===== src/sv/m4au_pkg.sv =====
// shared types and helpers for the 4x4 fixed-point matrix unit
// used by m4au_ctrl, m4au_dp and matrix4_arith_unit; no dependencies
package m4au_pkg;

    typedef enum logic [3:0] {
        CMD_WR_A     = 4'd0,
        CMD_RD_A     = 4'd1,
        CMD_FILL     = 4'd2,
        CMD_ADD      = 4'd3,
        CMD_SUB      = 4'd4,
        CMD_SCALE    = 4'd5,
        CMD_IDENT    = 4'd6,
        CMD_TRANSP   = 4'd7,
        CMD_WR_B     = 4'd8,
        CMD_WR_VEC   = 4'd9,
        CMD_MUL_A    = 4'd10,
        CMD_PROD_OUT = 4'd11,
        CMD_VEC_PROD = 4'd12
    } t_cmd;

    typedef enum logic [3:0] {
        ST_CLEAR,
        ST_IDLE,
        ST_WR,
        ST_RD_ISSUE,
        ST_RD_OUT,
        ST_FILL,
        ST_RMW,
        ST_DOT_ISSUE,
        ST_DOT_WAIT,
        ST_DOT_PUT,
        ST_SWAP
    } t_state;

    typedef enum logic [3:0] {
        OP_NONE,
        OP_LOAD,
        OP_CLEAR,
        OP_WR_A,
        OP_WR_B,
        OP_WR_V,
        OP_TRANSP,
        OP_RD_A,
        OP_RD_OUT,
        OP_FILL,
        OP_IDENT,
        OP_RMW,
        OP_DOT_ISSUE,
        OP_DOT_WR,
        OP_DOT_OUT,
        OP_SWAP
    } t_op;

    typedef struct packed {
        t_op  op;
        logic k_first;
        logic k_last;
        logic rmw_wr;
        logic out_last;
    } t_dp_cmd;

    typedef struct packed {
        logic dot_rdy;
        logic out_busy;
    } t_dp_stat;

    typedef struct packed {
        logic        sat;
        logic [31:0] val;
    } t_sat_val;

    function automatic t_sat_val f_clip33(input logic [32:0] x);
        t_sat_val r;
        r.sat = (x[32] != x[31]);
        r.val = r.sat ? (x[32] ? 32'h8000_0000 : 32'h7fff_ffff) : x[31:0];
        return r;
    endfunction

    function automatic t_sat_val f_clip48(input logic [47:0] x);
        t_sat_val r;
        r.sat = !((&x[47:31]) || !(|x[47:31]));
        r.val = r.sat ? (x[47] ? 32'h8000_0000 : 32'h7fff_ffff) : x[31:0];
        return r;
    endfunction

endpackage


===== src/sv/m4au_ctrl.sv =====
// command sequencer for the matrix unit: clear pass, element ops, dot products
// depends on m4au_pkg; drives m4au_dp through t_dp_cmd
module m4au_ctrl #(
    parameter int MATRIX_DIM = 4,
    localparam int CELLS = MATRIX_DIM * MATRIX_DIM,
    localparam int IW = $clog2(MATRIX_DIM),
    localparam int CW = $clog2(CELLS + 1)
) (
    input  logic               i_clk,
    input  logic               i_rst_n,
    input  logic               i_in_valid,
    input  logic [3:0]         i_in_cmd,
    output logic               o_in_ready,
    input  m4au_pkg::t_dp_stat i_stat,
    output m4au_pkg::t_dp_cmd  o_cmd,
    output logic [CW-1:0]      o_cnt,
    output logic [IW-1:0]      o_i,
    output logic [IW-1:0]      o_j,
    output logic [IW-1:0]      o_k
);

    localparam logic [IW-1:0] LAST_IDX = IW'(MATRIX_DIM - 1);
    localparam logic [CW-1:0] LAST_CNT = CW'(CELLS - 1);
    localparam logic [CW-1:0] END_CNT  = CW'(CELLS);

    m4au_pkg::t_state r_state, n_state;
    m4au_pkg::t_cmd   r_rcmd, n_rcmd;
    logic [CW-1:0]    r_cnt, n_cnt;
    logic [IW-1:0]    r_i, n_i, r_j, n_j, r_k, n_k;
    logic             dot_final;

    always_ff @(posedge i_clk) begin
        if (!i_rst_n) begin
            r_state <= m4au_pkg::ST_CLEAR;
            r_rcmd  <= m4au_pkg::CMD_WR_A;
            r_cnt   <= '0;
            r_i     <= '0;
            r_j     <= '0;
            r_k     <= '0;
        end else begin
            r_state <= n_state;
            r_rcmd  <= n_rcmd;
            r_cnt   <= n_cnt;
            r_i     <= n_i;
            r_j     <= n_j;
            r_k     <= n_k;
        end
    end

    always_comb begin
        n_state          = r_state;
        n_rcmd           = r_rcmd;
        n_cnt            = r_cnt;
        n_i              = r_i;
        n_j              = r_j;
        n_k              = r_k;
        o_in_ready       = 1'b0;
        o_cmd.op         = m4au_pkg::OP_NONE;
        o_cmd.k_first    = 1'b0;
        o_cmd.k_last     = 1'b0;
        o_cmd.rmw_wr     = 1'b0;
        o_cmd.out_last   = 1'b0;
        dot_final = (r_rcmd == m4au_pkg::CMD_VEC_PROD) ? (r_i == LAST_IDX)
                                                        : (r_i == LAST_IDX && r_j == LAST_IDX);
        case (r_state)
            m4au_pkg::ST_CLEAR: begin
                o_cmd.op = m4au_pkg::OP_CLEAR;
                n_cnt    = r_cnt + CW'(1);
                if (r_cnt == LAST_CNT) begin
                    n_cnt   = '0;
                    n_state = m4au_pkg::ST_IDLE;
                end
            end
            m4au_pkg::ST_IDLE: begin
                o_in_ready = 1'b1;
                if (i_in_valid) begin
                    o_cmd.op = m4au_pkg::OP_LOAD;
                    n_rcmd   = m4au_pkg::t_cmd'(i_in_cmd);
                    n_cnt    = '0;
                    n_i      = '0;
                    n_j      = '0;
                    n_k      = '0;
                    case (m4au_pkg::t_cmd'(i_in_cmd)) inside
                        m4au_pkg::CMD_WR_A, m4au_pkg::CMD_WR_B, m4au_pkg::CMD_WR_VEC,
                        m4au_pkg::CMD_TRANSP:
                            n_state = m4au_pkg::ST_WR;
                        m4au_pkg::CMD_RD_A:
                            n_state = m4au_pkg::ST_RD_ISSUE;
                        m4au_pkg::CMD_FILL, m4au_pkg::CMD_IDENT:
                            n_state = m4au_pkg::ST_FILL;
                        m4au_pkg::CMD_ADD, m4au_pkg::CMD_SUB, m4au_pkg::CMD_SCALE:
                            n_state = m4au_pkg::ST_RMW;
                        m4au_pkg::CMD_MUL_A, m4au_pkg::CMD_PROD_OUT, m4au_pkg::CMD_VEC_PROD:
                            n_state = m4au_pkg::ST_DOT_ISSUE;
                        default:
                            n_state = m4au_pkg::ST_IDLE;
                    endcase
                end
            end
            m4au_pkg::ST_WR: begin
                case (r_rcmd)
                    m4au_pkg::CMD_WR_A:   o_cmd.op = m4au_pkg::OP_WR_A;
                    m4au_pkg::CMD_WR_B:   o_cmd.op = m4au_pkg::OP_WR_B;
                    m4au_pkg::CMD_WR_VEC: o_cmd.op = m4au_pkg::OP_WR_V;
                    m4au_pkg::CMD_TRANSP: o_cmd.op = m4au_pkg::OP_TRANSP;
                    default:              o_cmd.op = m4au_pkg::OP_NONE;
                endcase
                n_state = m4au_pkg::ST_IDLE;
            end
            m4au_pkg::ST_RD_ISSUE: begin
                o_cmd.op = m4au_pkg::OP_RD_A;
                n_state  = m4au_pkg::ST_RD_OUT;
            end
            m4au_pkg::ST_RD_OUT: begin
                if (!i_stat.out_busy) begin
                    o_cmd.op = m4au_pkg::OP_RD_OUT;
                    n_state  = m4au_pkg::ST_IDLE;
                end
            end
            m4au_pkg::ST_FILL: begin
                o_cmd.op = (r_rcmd == m4au_pkg::CMD_IDENT) ? m4au_pkg::OP_IDENT
                                                           : m4au_pkg::OP_FILL;
                if (r_j == LAST_IDX) begin
                    n_j = '0;
                    n_i = r_i + IW'(1);
                    if (r_i == LAST_IDX) begin
                        n_state = m4au_pkg::ST_IDLE;
                    end
                end else begin
                    n_j = r_j + IW'(1);
                end
            end
            m4au_pkg::ST_RMW: begin
                // read runs one entry ahead of the writeback
                o_cmd.op     = m4au_pkg::OP_RMW;
                o_cmd.rmw_wr = (r_cnt != '0);
                n_cnt        = r_cnt + CW'(1);
                if (r_cnt == END_CNT) begin
                    n_cnt   = '0;
                    n_state = m4au_pkg::ST_IDLE;
                end
            end
            m4au_pkg::ST_DOT_ISSUE: begin
                o_cmd.op      = m4au_pkg::OP_DOT_ISSUE;
                o_cmd.k_first = (r_k == '0);
                o_cmd.k_last  = (r_k == LAST_IDX);
                n_k           = r_k + IW'(1);
                if (r_k == LAST_IDX) begin
                    n_k     = '0;
                    n_state = m4au_pkg::ST_DOT_WAIT;
                end
            end
            m4au_pkg::ST_DOT_WAIT: begin
                if (i_stat.dot_rdy) begin
                    n_state = m4au_pkg::ST_DOT_PUT;
                end
            end
            m4au_pkg::ST_DOT_PUT: begin
                if (r_rcmd == m4au_pkg::CMD_MUL_A || !i_stat.out_busy) begin
                    o_cmd.op       = (r_rcmd == m4au_pkg::CMD_MUL_A) ? m4au_pkg::OP_DOT_WR
                                                                     : m4au_pkg::OP_DOT_OUT;
                    o_cmd.out_last = dot_final;
                    if (r_rcmd == m4au_pkg::CMD_VEC_PROD || r_j == LAST_IDX) begin
                        n_j = '0;
                        n_i = r_i + IW'(1);
                    end else begin
                        n_j = r_j + IW'(1);
                    end
                    if (!dot_final) begin
                        n_state = m4au_pkg::ST_DOT_ISSUE;
                    end else if (r_rcmd == m4au_pkg::CMD_MUL_A) begin
                        n_state = m4au_pkg::ST_SWAP;
                    end else begin
                        n_state = m4au_pkg::ST_IDLE;
                    end
                end
            end
            m4au_pkg::ST_SWAP: begin
                o_cmd.op = m4au_pkg::OP_SWAP;
                n_state  = m4au_pkg::ST_IDLE;
            end
            default: begin
                n_state = m4au_pkg::ST_IDLE;
            end
        endcase
    end

    assign o_cnt = r_cnt;
    assign o_i   = r_i;
    assign o_j   = r_j;
    assign o_k   = r_k;

    a_rdy_in_wait: assert property (@(posedge i_clk) disable iff (!i_rst_n)
        i_stat.dot_rdy |-> r_state == m4au_pkg::ST_DOT_WAIT)
        else $error("dot product finished outside the wait state");

    a_rmw_cnt: assert property (@(posedge i_clk) disable iff (!i_rst_n)
        r_state == m4au_pkg::ST_RMW |-> r_cnt <= END_CNT)
        else $error("element sweep counter ran past the matrix");

endmodule


===== config.mk =====
export PLATFORM = sky130hd
export DESIGN_NAME = m4au_ctrl
export DESIGN_NICKNAME = d
export VERILOG_FILES = /design/src/sv/m4au_pkg.sv /design/src/sv/m4au_ctrl.sv
export SDC_FILE = /design/constraint.sdc
export NUM_CORES = 1
export LEC_CHECK = 0
export BUFFER_PORTS_ARGS = -buffer_cell sky130_fd_sc_hd__buf_4
export CAP_MARGIN = 5
export CORE_MARGIN = 5
export CORE_UTILIZATION = 62
export CTS_BUF_LIST = sky130_fd_sc_hd__clkbuf_2
export DETAILED_ROUTE_END_ITERATION = 16
export HOLD_SLACK_MARGIN = 0.02
export PLACE_DENSITY = 0.88
export REMOVE_ABC_BUFFERS = 1
export SLEW_MARGIN = 20
export SYNTH_ARGS = -nofsm -noshare
export SYNTH_HDL_FRONTEND = slang
export SYNTH_SLANG_ARGS = --single-unit

===== constraint.sdc =====
create_clock -name i_clk -period 5.9 [get_ports i_clk]
set_clock_uncertainty 0.2 [all_clocks]
set_input_delay 0.885 -clock i_clk [delete_from_list [all_inputs] [get_ports i_clk]]
set_output_delay 0.885 -clock i_clk [all_outputs]
set_load 0.01 [all_outputs]

==> flow_summary.toml <==
[grt]
grt_pass1_vias = 1515
grt_max_degree = 24
grt_antenna_before_repair = 0
grt_pass1_wl_mm = 7.02
grt_remaining_overflow = 0
grt_usage_pct = 25.0

[drt]
drc = 0
drtIter0Drc = 209
vias_per_cell = 6.38
vias = 1677
detail-route-antenna-nets = 0
wirelength_mm = 4.28
drtPass1Iterations = 5
routedWlPerCell_um = 16.3

[clock_tree]
ctsHoldBuffers = 0
cts_tree = "built"
postCtsSetupBuffers = 0
cts_inserted_buffers = 3
cts_sinks = 19
h-tree-depth = 1
postCtsResizedCells = 0
clockBufferDepth = 2
clk_latency_ns = 0.33
root_buffer = "clkbuf_2"
clk_pin_slew_ns = 0.22

[place]
place_hpwl_mm = 3.13
dp_slack_ns = 2.82
numPortBuffers = 28
gp_congestion = 0.883
placed_area_um2 = 1790

[layout]
areaGrowthSynthToFinish_pct = 13.6
drive_gt1_share_pct = 18.9
finish.utilization_pct = 73.5
layout_commonest_cell = "buf_4"
diodes = 0
num-nets-final = 251
stdcell_area_um2 = 1810
final_cell_mix = "buf_4, nor2_1, dfxtp_1, nand2_1, inv_1"

[logic_synthesis]
synth-compound-area-share_pct = 23.4
syn_inst = 213
synth-edff-count = 0
synth_top_cells_by_area = "dfxtp_1, ha_1, a21oi_1, nor2_1, mux2i_1"
yosys.area_share.simple_pct = 31.5
yosysTopAreaCell = "dfxtp_1"
synthAdderAreaFrac_pct = 6.30
synth_seq_cells = 19
ys.flop_type = "dfxtp_1"
ys_warn_count = 0
avgSynthCellArea_um2 = 7.46
yosysTopAreaCellShare_pct = 23.9
ys_async_sr_fraction_pct = 0
synth_top_family_by_area = "simple AND/OR/NAND/NOR gates"
ys_types = 52
yosysSeqAreaShare_pct = 23.9
synth_xor_area_share_pct = 2.20
synthMuxAreaShare_pct = 5.12
syn-cell-area_um2 = 1590

[timing]
drv_slew = 0
min_period_ns = 3.52
setup_ws_ns = 2.38
slew_headroom_pct = 54.3
final_hold_viol_count = 0
tns_ns = 0
rsz0062_at_grt = "no"
period_share_pct = 59.6
tightest_slew_ns = 0.684
setup_violations = 0
fmax_mhz = 284

[flow_run]
max_cap_violations = 0

[die]
ios = 29
die_h_um = 60.6
dieArea_um2 = 3680
rows = 18
die_x_um = 60.6
core_um2 = 2450
start_util_pct = 64.7

[critical_path]
crit_required_ns = 4.82
crit_fanout = 23
cp-start-kind = "register"
crit_path_end_kind = "primary output"
worstPathArrival_ns = 2.43
critPathKind = "register to primary output"

[power]
leakage_uw = 0.000762
powerDensity_nw_per_um2 = 163
vdd_drop_max_uv = 149
total_power_uw = 294

[worst_hold_path]
hp-class = "register to register"

[status]
outcome = "finished clean"
## report_power, final
group	internal, µW	switching [µW]
clock	15.4	46.6
sequential	136	13.5
combinational	38.1	44.2
## flip-flops by register name (all words and copies together), names as in the netlist
signal / count
o_cnt: 5
o_i: 2
o_j: 2
o_k: 2
r_rcmd: 4
r_state: 4
## synth_stat cells, types with 2 or more instances
master / count
dfxtp_1: 19
and3_1: 3
a21oi_1: 15
o2bb2ai_1: 2
o31ai_1: 3
nor2_1: 19
xor2_1: 2
and4bb_2: 4
nand3_1: 12
ha_1: 8
nor3_1: 6
buf_2: 5
nand2_1: 18
mux2i_1: 7
or3_1: 3
o21ai_0: 7
nand2b_1: 6
a31oi_1: 5
nor2b_1: 3
and2_1: 2
inv_1: 16
o22ai_1: 7
a211oi_1: 3
xnor2_1: 2
clkbuf_1: 7
or2_2: 3
## critical path: stages (launching register included)
cell and delay (ns):
dfxtp_1 0.81, or4b_2 0.63, a211oi_1 0.18, a31oi_1 0.07, o22ai_1 0.14, o21bai_1 0.12, buf_4 0.14
## path summary, 6_finish.rpt
kind / endpoint / cells after the start / start / slack (ns)
worst max-delay path: o_cmd[4] / 6 / r_state[1] / 2.38
worst min-delay path: o_k[1] / 2 / o_k[1] / 0.32
worst max register to register: o_j[1] / 5 / r_state[0] / 3.38
worst min register to register: o_k[1] / 2 / o_k[1] / 0.32
## kinds of logic after synthesis
kind of cell             after synthesis
AND/OR/NAND/NOR                       89
XOR/XNOR                               4
buffers and inverters                 29
AO/OA/AOI/OAI                         56
flip-flops                            19
adder cells (fa/ha/maj)                8
multiplexers                           8
## layout make-up
cell class,instances,area [µm²]
fill,201,649
sequential,19,380
tap,30,37.5
multi-input combinational,165,1090
clock buffer,3,15.0
inverter,17,68.8
timing repair buffer,28,210
clock inverter,1,5.00
## per-layer routing
layer	share of wire (%)	routed length (µm)	global-route usage, %
met2	45	1940	37.9
met1	44	1900	35.5
met3	9.4	403	4.68
met5	0	0	0
met4	0.72	31	8.98
## stage by stage
step / hold WS, ns / std cells
floorplan: 0.309 / 201
global placement: 0.292 / 259
detailed placement: 0.304 / 259
CTS: 0.327 / 263
global route: 0.368 / 263
finish: 0.325 / 263
Note: power is estimated with default switching activity, not from simulation.
